`src/sv/fosf_pkg.sv`:
```
// Shared types and constants of the first-order shelving filter.
// Used by the interfaces, the controller, the datapath and the top level.
package fosf_pkg;

  localparam int unsigned CoefW     = 32;
  localparam int unsigned SampleIoW = 32;
  localparam int unsigned CfgAddrW  = 3;

  // Configuration register indexes.
  localparam logic [CfgAddrW-1:0] RegA0  = 3'd0;
  localparam logic [CfgAddrW-1:0] RegA1  = 3'd1;
  localparam logic [CfgAddrW-1:0] RegB1  = 3'd2;
  localparam logic [CfgAddrW-1:0] RegWet = 3'd3;
  localparam logic [CfgAddrW-1:0] RegDry = 3'd4;

  localparam logic [CoefW-1:0] DryGainReset = 32'h0001_0000;

  // Input word modes.
  localparam logic ModeFilter = 1'b0;
  localparam logic ModeFlush  = 1'b1;

  typedef enum logic [2:0] {
    MUL_A0_X,
    MUL_A1_XP,
    MUL_B1_VP,
    MUL_DRY_X,
    MUL_WET_V
  } mul_src_e;

  typedef enum logic [1:0] {
    ACC_HOLD,
    ACC_LOAD,
    ACC_ADD,
    ACC_SUB
  } acc_op_e;

  typedef struct packed {
    mul_src_e mul_sel;
    acc_op_e  acc_op;
    logic     load_x;
    logic     flush;
    logic     latch_v;
    logic     commit;
  } fosf_cmd_t;

  typedef struct packed {
    logic out_free;
  } fosf_sts_t;

endpackage

```
`src/sv/fosf_if.sv`:
```
// Valid/ready channel interfaces for input words and result words.
// Depends on fosf_pkg for the field widths.
interface fosf_in_if;
  logic                               valid;
  logic                               ready;
  logic                               mode;
  logic [fosf_pkg::SampleIoW-1:0]     sample_in;

  modport source (output valid, output mode, output sample_in, input ready);
  modport sink (input valid, input mode, input sample_in, output ready);
endinterface

interface fosf_out_if;
  logic                               valid;
  logic                               ready;
  logic [fosf_pkg::SampleIoW-1:0]     sample_out;

  modport source (output valid, output sample_out, input ready);
  modport sink (input valid, input sample_out, output ready);
endinterface

```
`src/sv/fosf_ctrl.sv`:
```
// Sequencer of the shelving filter: steps one shared multiplier through
// five products per word. Depends on fosf_pkg for command and status types.
module fosf_ctrl (
  input  logic                clk_i,
  input  logic                rst_ni,
  input  logic                in_valid_i,
  input  logic                in_mode_i,
  output logic                in_ready_o,
  input  fosf_pkg::fosf_sts_t sts_i,
  output fosf_pkg::fosf_cmd_t cmd_o
);

  localparam logic [2:0] ST_IDLE = 3'd0;
  localparam logic [2:0] ST_P0   = 3'd1;
  localparam logic [2:0] ST_P1   = 3'd2;
  localparam logic [2:0] ST_P2   = 3'd3;
  localparam logic [2:0] ST_P3   = 3'd4;
  localparam logic [2:0] ST_P4   = 3'd5;
  localparam logic [2:0] ST_ACC  = 3'd6;
  localparam logic [2:0] ST_OUT  = 3'd7;

  logic [2:0] state_q, state_d;
  logic       accept;

  always_comb begin
    cmd_o         = '0;
    cmd_o.mul_sel = fosf_pkg::MUL_A0_X;
    cmd_o.acc_op  = fosf_pkg::ACC_HOLD;
    in_ready_o    = 1'b0;
    state_d       = state_q;

    unique case (state_q)
      ST_IDLE: begin
        in_ready_o = 1'b1;
      end
      ST_P0: begin
        cmd_o.mul_sel = fosf_pkg::MUL_A0_X;
        state_d       = ST_P1;
      end
      ST_P1: begin
        cmd_o.mul_sel = fosf_pkg::MUL_A1_XP;
        cmd_o.acc_op  = fosf_pkg::ACC_LOAD;
        state_d       = ST_P2;
      end
      ST_P2: begin
        cmd_o.mul_sel = fosf_pkg::MUL_B1_VP;
        cmd_o.acc_op  = fosf_pkg::ACC_ADD;
        state_d       = ST_P3;
      end
      ST_P3: begin
        cmd_o.mul_sel = fosf_pkg::MUL_DRY_X;
        cmd_o.acc_op  = fosf_pkg::ACC_SUB;
        state_d       = ST_P4;
      end
      ST_P4: begin
        // The accumulator holds the inner value here; it feeds the wet product.
        cmd_o.mul_sel = fosf_pkg::MUL_WET_V;
        cmd_o.acc_op  = fosf_pkg::ACC_LOAD;
        cmd_o.latch_v = 1'b1;
        state_d       = ST_ACC;
      end
      ST_ACC: begin
        cmd_o.acc_op = fosf_pkg::ACC_ADD;
        state_d      = ST_OUT;
      end
      ST_OUT: begin
        in_ready_o = sts_i.out_free;
        if (sts_i.out_free) begin
          cmd_o.commit = 1'b1;
          state_d      = ST_IDLE;
        end
      end
    endcase

    accept = in_valid_i && in_ready_o;
    if (accept) begin
      if (in_mode_i == fosf_pkg::ModeFlush) begin
        cmd_o.flush = 1'b1;
      end else begin
        cmd_o.load_x = 1'b1;
        state_d      = ST_P0;
      end
    end
  end

  always_ff @(posedge clk_i or negedge rst_ni) begin
    if (!rst_ni) begin
      state_q <= ST_IDLE;
    end else begin
      state_q <= state_d;
    end
  end

  a_commit_needs_room: assert property (@(posedge clk_i) disable iff (!rst_ni)
    cmd_o.commit |-> sts_i.out_free)
    else $error("result committed while the output register is occupied");

  a_filter_starts_chain: assert property (@(posedge clk_i) disable iff (!rst_ni)
    (accept && in_mode_i == fosf_pkg::ModeFilter) |=> state_q == ST_P0)
    else $error("accepted filter word did not start the product chain");

  a_no_accept_midway: assert property (@(posedge clk_i) disable iff (!rst_ni)
    (state_q != ST_IDLE && state_q != ST_OUT) |-> !in_ready_o)
    else $error("input ready while a word is in progress");

  a_flush_load_exclusive: assert property (@(posedge clk_i) disable iff (!rst_ni)
    !(cmd_o.flush && cmd_o.load_x))
    else $error("flush and sample load in the same cycle");

endmodule

```
`src/sv/fosf_dp.sv`:
```
// Datapath of the shelving filter: coefficient registers, filter state,
// one shared multiplier with an accumulator, and the output register.
// Depends on fosf_pkg; driven by fosf_ctrl commands.
module fosf_dp #(
  parameter int unsigned FRAC_BITS    = 16,
  parameter int unsigned SAMPLE_WIDTH = 32
) (
  input  logic                              clk_i,
  input  logic                              rst_ni,
  input  logic                              cfg_we_i,
  input  logic [fosf_pkg::CfgAddrW-1:0]     cfg_addr_i,
  input  logic [fosf_pkg::CoefW-1:0]        cfg_wdata_i,
  input  logic [fosf_pkg::SampleIoW-1:0]    sample_in_i,
  input  fosf_pkg::fosf_cmd_t               cmd_i,
  output fosf_pkg::fosf_sts_t               sts_o,
  output logic                              out_valid_o,
  input  logic                              out_ready_i,
  output logic [fosf_pkg::SampleIoW-1:0]    sample_out_o
);

  localparam int unsigned CW   = fosf_pkg::CoefW;
  localparam int unsigned IoW  = fosf_pkg::SampleIoW;
  localparam int unsigned SW   = SAMPLE_WIDTH;
  localparam int unsigned ProdW = CW + SW;

  logic signed [CW-1:0] a0_q, a1_q, b1_q, wet_q, dry_q;
  logic        [SW-1:0] x_q, px_q, pv_q, v_q;
  logic        [SW-1:0] p_q, p_d;
  logic        [SW-1:0] acc_q, acc_d;
  logic       [IoW-1:0] out_q;
  logic                 out_valid_q;

  logic signed [CW-1:0]    mul_a;
  logic signed [SW-1:0]    mul_b;
  logic signed [ProdW-1:0] prod;

  // Coefficient registers.
  always_ff @(posedge clk_i or negedge rst_ni) begin
    if (!rst_ni) begin
      a0_q  <= '0;
      a1_q  <= '0;
      b1_q  <= '0;
      wet_q <= '0;
      dry_q <= fosf_pkg::DryGainReset;
    end else if (cfg_we_i) begin
      unique case (cfg_addr_i)
        fosf_pkg::RegA0:  a0_q  <= cfg_wdata_i;
        fosf_pkg::RegA1:  a1_q  <= cfg_wdata_i;
        fosf_pkg::RegB1:  b1_q  <= cfg_wdata_i;
        fosf_pkg::RegWet: wet_q <= cfg_wdata_i;
        fosf_pkg::RegDry: dry_q <= cfg_wdata_i;
        default: ;
      endcase
    end
  end

  // Operand selection for the shared multiplier.
  always_comb begin
    unique case (cmd_i.mul_sel)
      fosf_pkg::MUL_A0_X:  begin mul_a = a0_q;  mul_b = x_q;   end
      fosf_pkg::MUL_A1_XP: begin mul_a = a1_q;  mul_b = px_q;  end
      fosf_pkg::MUL_B1_VP: begin mul_a = b1_q;  mul_b = pv_q;  end
      fosf_pkg::MUL_DRY_X: begin mul_a = dry_q; mul_b = x_q;   end
      fosf_pkg::MUL_WET_V: begin mul_a = wet_q; mul_b = acc_q; end
      default:             begin mul_a = a0_q;  mul_b = x_q;   end
    endcase
  end

  // Only the bits that survive the arithmetic shift and the wrap are kept.
  assign prod = mul_a * mul_b;
  assign p_d  = prod[FRAC_BITS+SW-1:FRAC_BITS];

  always_comb begin
    unique case (cmd_i.acc_op)
      fosf_pkg::ACC_HOLD: acc_d = acc_q;
      fosf_pkg::ACC_LOAD: acc_d = p_q;
      fosf_pkg::ACC_ADD:  acc_d = acc_q + p_q;
      fosf_pkg::ACC_SUB:  acc_d = acc_q - p_q;
      default:            acc_d = acc_q;
    endcase
  end

  always_ff @(posedge clk_i) begin
    p_q   <= p_d;
    acc_q <= acc_d;
    if (cmd_i.load_x) begin
      x_q <= sample_in_i[SW-1:0];
    end
    if (cmd_i.latch_v) begin
      v_q <= acc_q;
    end
    if (cmd_i.commit) begin
      out_q <= IoW'($signed(acc_q));
    end
  end

  // Filter state; a flush in the same cycle as a commit wins.
  always_ff @(posedge clk_i or negedge rst_ni) begin
    if (!rst_ni) begin
      px_q <= '0;
      pv_q <= '0;
    end else if (cmd_i.flush) begin
      px_q <= '0;
      pv_q <= '0;
    end else if (cmd_i.commit) begin
      px_q <= x_q;
      pv_q <= v_q;
    end
  end

  always_ff @(posedge clk_i or negedge rst_ni) begin
    if (!rst_ni) begin
      out_valid_q <= 1'b0;
    end else if (cmd_i.commit) begin
      out_valid_q <= 1'b1;
    end else if (out_ready_i) begin
      out_valid_q <= 1'b0;
    end
  end

  assign sts_o.out_free = !out_valid_q || out_ready_i;
  assign out_valid_o    = out_valid_q;
  assign sample_out_o   = out_q;

endmodule

```
`src/sv/first_order_shelving_filter.sv`:
```
// First-order shelving filter: one shared multiplier, five products per word.
// A filter word passes the states P0 to P4, ACC and OUT; its result is registered when
// OUT finds the output register free. The next filter word is taken in IDLE, or in OUT
// as the result is committed; a flush word clears the filter state and gives no result.
// Reset clears filter state and all coefficients but dry, unity at FRAC_BITS 16.
module first_order_shelving_filter #(
  parameter int unsigned FRAC_BITS    = 16,
  parameter int unsigned SAMPLE_WIDTH = 32
) (
  input  logic                          clk_i,
  input  logic                          rst_ni,
  fosf_in_if.sink                       in_i,
  fosf_out_if.source                    out_o,
  input  logic                          cfg_we_i,
  input  logic [fosf_pkg::CfgAddrW-1:0] cfg_addr_i,
  input  logic [fosf_pkg::CoefW-1:0]    cfg_wdata_i
);

  fosf_pkg::fosf_cmd_t cmd;
  fosf_pkg::fosf_sts_t sts;
  logic                in_ready;
  logic                out_valid;
  logic [fosf_pkg::SampleIoW-1:0] sample_out;

  fosf_ctrl u_ctrl (
    .clk_i      (clk_i),
    .rst_ni     (rst_ni),
    .in_valid_i (in_i.valid),
    .in_mode_i  (in_i.mode),
    .in_ready_o (in_ready),
    .sts_i      (sts),
    .cmd_o      (cmd)
  );

  fosf_dp #(
    .FRAC_BITS    (FRAC_BITS),
    .SAMPLE_WIDTH (SAMPLE_WIDTH)
  ) u_dp (
    .clk_i        (clk_i),
    .rst_ni       (rst_ni),
    .cfg_we_i     (cfg_we_i),
    .cfg_addr_i   (cfg_addr_i),
    .cfg_wdata_i  (cfg_wdata_i),
    .sample_in_i  (in_i.sample_in),
    .cmd_i        (cmd),
    .sts_o        (sts),
    .out_valid_o  (out_valid),
    .out_ready_i  (out_o.ready),
    .sample_out_o (sample_out)
  );

  assign in_i.ready       = in_ready;
  assign out_o.valid      = out_valid;
  assign out_o.sample_out = sample_out;

endmodule
```
`src/flat_wrapper.sv`:
```
// flat-port wrapper written by rule: the top's interface ports become plain ports
module first_order_shelving_filter_flat 
#(
  parameter int unsigned FRAC_BITS    = 16,
  parameter int unsigned SAMPLE_WIDTH = 32
)
  (clk_i, rst_ni, cfg_we_i, cfg_addr_i, cfg_wdata_i, in_i_valid, in_i_mode, in_i_sample_in, in_i_ready, out_o_valid, out_o_sample_out, out_o_ready);
  fosf_in_if in_i_i ();
  fosf_out_if out_o_i ();
  input  logic clk_i;
  input  logic rst_ni;
  input  logic cfg_we_i;
  input  logic [fosf_pkg::CfgAddrW-1:0] cfg_addr_i;
  input  logic [fosf_pkg::CoefW-1:0] cfg_wdata_i;
  input wire logic [$bits(in_i_i.valid)-1:0] in_i_valid;
  input wire logic [$bits(in_i_i.mode)-1:0] in_i_mode;
  input wire logic [$bits(in_i_i.sample_in)-1:0] in_i_sample_in;
  output wire logic [$bits(in_i_i.ready)-1:0] in_i_ready;
  output wire logic [$bits(out_o_i.valid)-1:0] out_o_valid;
  output wire logic [$bits(out_o_i.sample_out)-1:0] out_o_sample_out;
  input wire logic [$bits(out_o_i.ready)-1:0] out_o_ready;
  assign in_i_i.valid = in_i_valid;
  assign in_i_i.mode = in_i_mode;
  assign in_i_i.sample_in = in_i_sample_in;
  assign in_i_ready = in_i_i.ready;
  assign out_o_valid = out_o_i.valid;
  assign out_o_sample_out = out_o_i.sample_out;
  assign out_o_i.ready = out_o_ready;
  first_order_shelving_filter #(.FRAC_BITS(FRAC_BITS), .SAMPLE_WIDTH(SAMPLE_WIDTH)) u_core (.clk_i(clk_i), .rst_ni(rst_ni), .in_i(in_i_i), .out_o(out_o_i), .cfg_we_i(cfg_we_i), .cfg_addr_i(cfg_addr_i), .cfg_wdata_i(cfg_wdata_i));
endmodule
```
`config.mk`:
```
export PLATFORM = sky130hd
export DESIGN_NAME = first_order_shelving_filter_flat
export DESIGN_NICKNAME = d
export VERILOG_FILES = /design/src/sv/fosf_pkg.sv /design/src/sv/fosf_if.sv /design/src/sv/fosf_ctrl.sv /design/src/sv/fosf_dp.sv /design/src/sv/first_order_shelving_filter.sv /design/src/flat_wrapper.sv
export SDC_FILE = /design/constraint.sdc
export NUM_CORES = 2
export LEC_CHECK = 0
export BUFFER_PORTS_ARGS = -buffer_cell sky130_fd_sc_hd__buf_4
export CAP_MARGIN = 25
export CORE_ASPECT_RATIO = 0.75
export CORE_MARGIN = 4
export CORE_UTILIZATION = 27
export CTS_CLUSTER_DIAMETER = 100
export DETAILED_ROUTE_END_ITERATION = 10
export PLACE_DENSITY = 0.52
export SLEW_MARGIN = 20
export SYNTH_ARGS = -nofsm -noshare
export SYNTH_HDL_FRONTEND = slang
export SYNTH_HIERARCHICAL = 1
export SYNTH_SLANG_ARGS = --single-unit
```
`constraint.sdc`:
```
create_clock -name clk_i -period 12.65 [get_ports clk_i]
set_input_delay 2.53 -clock clk_i [delete_from_list [all_inputs] [get_ports clk_i]]
set_output_delay 2.53 -clock clk_i [all_outputs]
set_load 0.02 [all_outputs]
```
### After elaboration in Yosys (flattened, before gate mapping)

Index checks and enable logic that the tools add are counted.

| storage, ports and cells | value |
|---|---|
| register bits | 388 |
| input port bits | 73 |
| output and inout bits | 34 |
| word-level logic and storage cells | 72 |

| operators by class | value |
|---|---|
| add/subtract/negate cells | 2 |
| multiply operators | 1 |
| equal/unequal tests | 18 |
| muxes and demuxes | 22 |
| reductions and logical operators | 15 |

Operators with widths:

| cell | number |
|---|---|
| $pmux 32 s3 | 2 |
| $mux 32 | 4 |
| $pmux 32 s4 | 1 |
| $mul 32x32->48 | 1 |
| $add 32x32->32 | 1 |
| $sub 32x32->32 | 1 |
| $pmux 3 s7 | 1 |
| $eq 3x2->1 const B | 6 |
| $eq 3x3->1 const B | 6 |
| $pmux 3 s4 | 1 |
| $reduce_and 2->1 | 5 |
| $eq 3x1->1 const B | 3 |
| $mux 3 | 3 |
| $mux 1 | 7 |
| $logic_not 3->1 | 2 |
| $pmux 2 s3 | 1 |
| $eq 2x2->1 const B | 2 |
| $reduce_bool 2->1 | 2 |
| $reduce_or 2->1 | 2 |
| $eq 2x1->1 const B | 1 |
| $logic_not 2->1 | 1 |
| $mux 2 | 1 |
| $pmux 1 s2 | 1 |
| $logic_and 1x1->1 | 1 |
| 2 further kinds | 2 |

### Logic depth before layout (Yosys ltp)

| logic depth | value |
|---|---|
| depth in word-level cells | 6 |
| gate-level depth with buffers | 39 |
| gate-level depth less buffers | 33 |

### Hierarchy

Netlist, hierarchy kept.

Modules (own cells, without submodules):

| module | instances | cells an instance | area an instance (µm²) | seq. area each (µm²) |
|---|---|---|---|---|
| fosf_dp | 1 | 4,450 | 45,232.1 | 10,116.0 |
| fosf_ctrl | 1 | 32 | 264.0 | 75.1 |

### Least setup slack after synthesis

Ideal clock, no wire load.

| timing path | value |
|---|---|
| path type | reg2reg |
| start point | register u_core.u_ctrl.state_q[0] |
| end point | register u_core.u_dp.p_q[31] |
| setup time | 0.122 ns |
| arrival | 9.320 ns |
| setup slack | 3.208 ns |
| cell stages (with the launch flop) | 37 |
| buffers on the path | 6 |
| clock period less this slack | 9.442 ns |
| cells stage by stage | dfrtp_1 > buf_2 > nand2_1 > o21ai_0 > buf_4 > nor2b_1 > buf_2 > buf_2 > buf_1 > a22oi_1 > nor2_1 > a221oi_1 > clkbuf_1 > nor2_1 > fa_1 > fa_1 > inv_1 > fa_1 > fa_1 > fa_1 > inv_1 > fa_1 > inv_1 > fa_1 > fa_1 > inv_1 > ha_1 > nand4_1 > nor3_1 > o311ai_0 > o41a_1 > a21oi_2 > o211ai_1 > and2_1 > a21o_1 > o21ai_0 > xnor2_1 |

RTL lines:

| element | line | source |
|---|---|---|
| from (decl) | fosf_ctrl.sv:22 | `logic [2:0] state_q, state_d;` |
| from (signal assigned) | fosf_ctrl.sv:90 | `state_q <= state_d;` |
| to (signal assigned) | fosf_dp.sv:84 | `p_q <= p_d;` |
| to (decl) | fosf_dp.sv:28 | `logic [SW-1:0] p_q, p_d;` |

==> impl_metrics.toml <==
[sta]
tightest_slew_ns = 1.059
final-max-slew-violation-count = 0
finalCriticalPeriod_ns = 10.74
period_share_pct = 84.93
finalClockSkew_ns = 0.02978
max_freq_mhz = 93.08
slew_headroom_pct = 29.39
finalSetupViolations = 0
fin_setup_tns_ns = 0
hold_violations = 0
grt_setup_unrepaired = "false"

[worst_setup_path]
worst_case_reg_to_reg_path_depth = 26
worst-path-max-fanout = 35
critPathRequiredTime_ns = 13.19
crit_arrival_ns = 11.29
worst_r2r_endpoint = "u_core/u_dp/p_q[31]"
critPathLaunch = "u_core/u_ctrl/state_q[2]"
critPathCapture = "u_core/u_dp/p_q[31]"
critPathCaptureType = "register"
crit_type = "reg -> reg"
critical_path.reg2reg.startpoint = "u_core/u_ctrl/state_q[2]"
critical_path.startpoint_type = "register"
ff2ff_setup_slack_ns = 1.91

[route]
ant_nets = 0
drt_first_pass_iters = 6
detail_route.wirelength_um = 157500
drc = 0
wl_per_cell_um = 23.05
via_per_instance_ratio = 4.845
vias = 33100
count_of_routing_violations_after_the_opening_detailed_route_iteration = 2919

[final_layout]
layout.core_utilization_pct = 30.39
finalNetCount = 5662
final_cell_mix = "fa_1, inv_1, nor2_1"
share_of_layout_cells_above_drive_strength_1_pct = 12.34
layout.filler_cells = 17560
layout-area-overhead-vs-synth_pct = 11.90
layout.cells.most_common = "fa_1"

[clock_tree]
post_cts_buffers = 0
cts_made_buffers = 39
postCtsHoldBufs = 0
tritoncts = "yes"
tritoncts_num_sinks = 388
cts_root_buffer = "clkbuf_16"
cts.clk_slew.worst_paths_ns = 0.07
clock_latency_at_the_later_pin_of_the_worst_skew_pair_ns = 0.62
post_cts_resized = 0
cts_max_path_buffers = 3
cts_max_level = 2

[yosys]
yosys_register_bits = 388
synth_top_area_share_pct = 36.92
synth.lib_cells_used.distinct = 78
syn_avg_cell_area_um2 = 10.15
mappedNetlistNets = 5589
synth.largest_area_cell = "fa_1"
yosys_warnings = 6
yosysSeqAreaShare_pct = 22.40
ys_top_cells_by_area = "fa_1, dfrtp_1, edfxtp_1, inv_1, ha_1"
synth-main-ff-cell = "dfrtp_1"
synth-edff-count = 128
syn_inst = 4482
syn-cell-area_mm2 = 0.04550
async_flop_share_pct = 58.76

[place]
dp_hpwl_um = 127400
globalplace.congestion = 0.9613
io_buffer_count = 106

[grt]
global_route_wire_length_before_repair_um = 233400
grt_antenna_before_repair = 11
first_global_vias = 34490
grt-ovfl-total = 0
grt.total_usage_pct = 17.98
pin_count_of_the_biggest_net_entering_global_routing = 106

[job]
maxCapViolations = 0

[floorplanning]
die-height_um = 363.5
core-area_mm2 = 0.1675
design.portCount = 107
die_width_um = 482.0
die_area_mm2 = 0.1752
rows = 130
initial_core_util_pct = 27.16

[status]
run_status = "completed"

[min_path]
holdCritPathClass = "reg -> reg"
cells in the mapped netlist (12+ instances only):
master	number
and2_1	28
a22oi_1	30
mux2i_1	92
xnor2_1	86
o21ai_0	42
nor3_1	15
nor2_1	562
buf_2	15
clkbuf_1	168
a221oi_1	39
ha_1	195
nor2b_1	12
inv_1	811
buf_1	23
fa_1	839
o31ai_1	15
a221o_1	53
dfrtp_1	227
dfxtp_1	32
nand3_1	17
nand2_1	535
mux2_2	180
nand2b_1	14
xor2_1	42
nand3b_1	15
edfxtp_1	128
a21o_1	35
a21oi_1	81
area by class of cell:
| class | count | area, um2 | share of cell area (%) |
|---|---|---|---|
| tap | 2244 | 2808 | 5.515 |
| sequential | 388 | 10190 | 20.02 |
| multi-input combinational | 3068 | 31720 | 62.30 |
| inverter | 811 | 3047 | 5.984 |
| clock buffer | 53 | 1126 | 2.212 |
| clock inverter | 19 | 155.1 | 0.3047 |
| timing repair buffer | 247 | 1862 | 3.657 |
| antenna | 2 | 5.005 | 0.009830 |
worst min-delay path by stage:
| stage | startpoint | endpoint | cells after the start |
|---|---|---|---|
| after floorplan | u_core/u_dp/acc_q[0] | u_core/u_dp/sample_out_o[0] | 0 |
| after global placement | u_core/u_dp/v_q[23] | u_core/u_dp/pv_q[23] | 2 |
| after detailed placement | u_core/u_dp/v_q[29] | u_core/u_dp/pv_q[29] | 2 |
| after CTS | u_core/u_dp/v_q[17] | u_core/u_dp/pv_q[17] | 2 |
| after global routing | u_core/u_dp/b1_q[8] | u_core/u_dp/b1_q[8] | 1 |
| final | u_core/u_dp/v_q[17] | u_core/u_dp/pv_q[17] | 2 |
worst max-delay path, cell delays in order, from the launching register on:
cell and delay (ns):
dfrtp_1 0.66, and3b_2 0.27, buf_4 0.37, inv_1 0.37, a21oi_4 0.61, a221o_1 0.81
buf_4 0.42, nand2_1 0.15, inv_1 0.17, fa_1 0.46, fa_1 0.51, fa_1 0.80
inv_1 0.41, fa_1 0.62, fa_1 0.44, fa_1 0.50, fa_1 0.49, inv_1 0.06
fa_1 0.40, xnor2_1 0.15, xnor2_1 0.27, xnor2_1 0.17, xnor2_1 0.11, xnor2_1 0.42
xnor2_1 0.19, xnor2_1 0.62, xnor2_1 0.19
cells by family after synthesis:
logic type | share of synthesized area, %
AO/OA/AOI/OAI | 6.171
XOR/XNOR | 2.514
adder cells (fa/ha/maj) | 42.28
buffers and inverters | 8.589
flip-flops | 22.40
multiplexers | 6.875
AND/OR/NAND/NOR | 11.17
through the flow:
step	setup WS (ns)	instance area, um2	cells	hold WS (ns)
2_1_floorplan	3.208	45500	4482	0.4597
3_3_place_gp	2.049	49610	6758	0.4726
3_5_place_dp	2.041	49620	6758	0.4796
4_1_cts	2.003	50900	6830	0.4727
5_1_grt	1.359	50910	6830	0.5126
6_report	1.907	50910	6832	0.4875
per-layer routing:
layer | track usage [%] | wire length, um | vias to the layer above
li1 | - | - | 14120
met1 | 27.56 | 74250 | 17380
met2 | 24.66 | 61740 | 1448
met3 | 5.916 | 18480 | 152
met4 | 2.799 | 2978 | 4
met5 | 0 | 27 | -
Power is not shown: default switching activity piles up to over one toggle a cycle in this logic, so the estimate is an artifact.
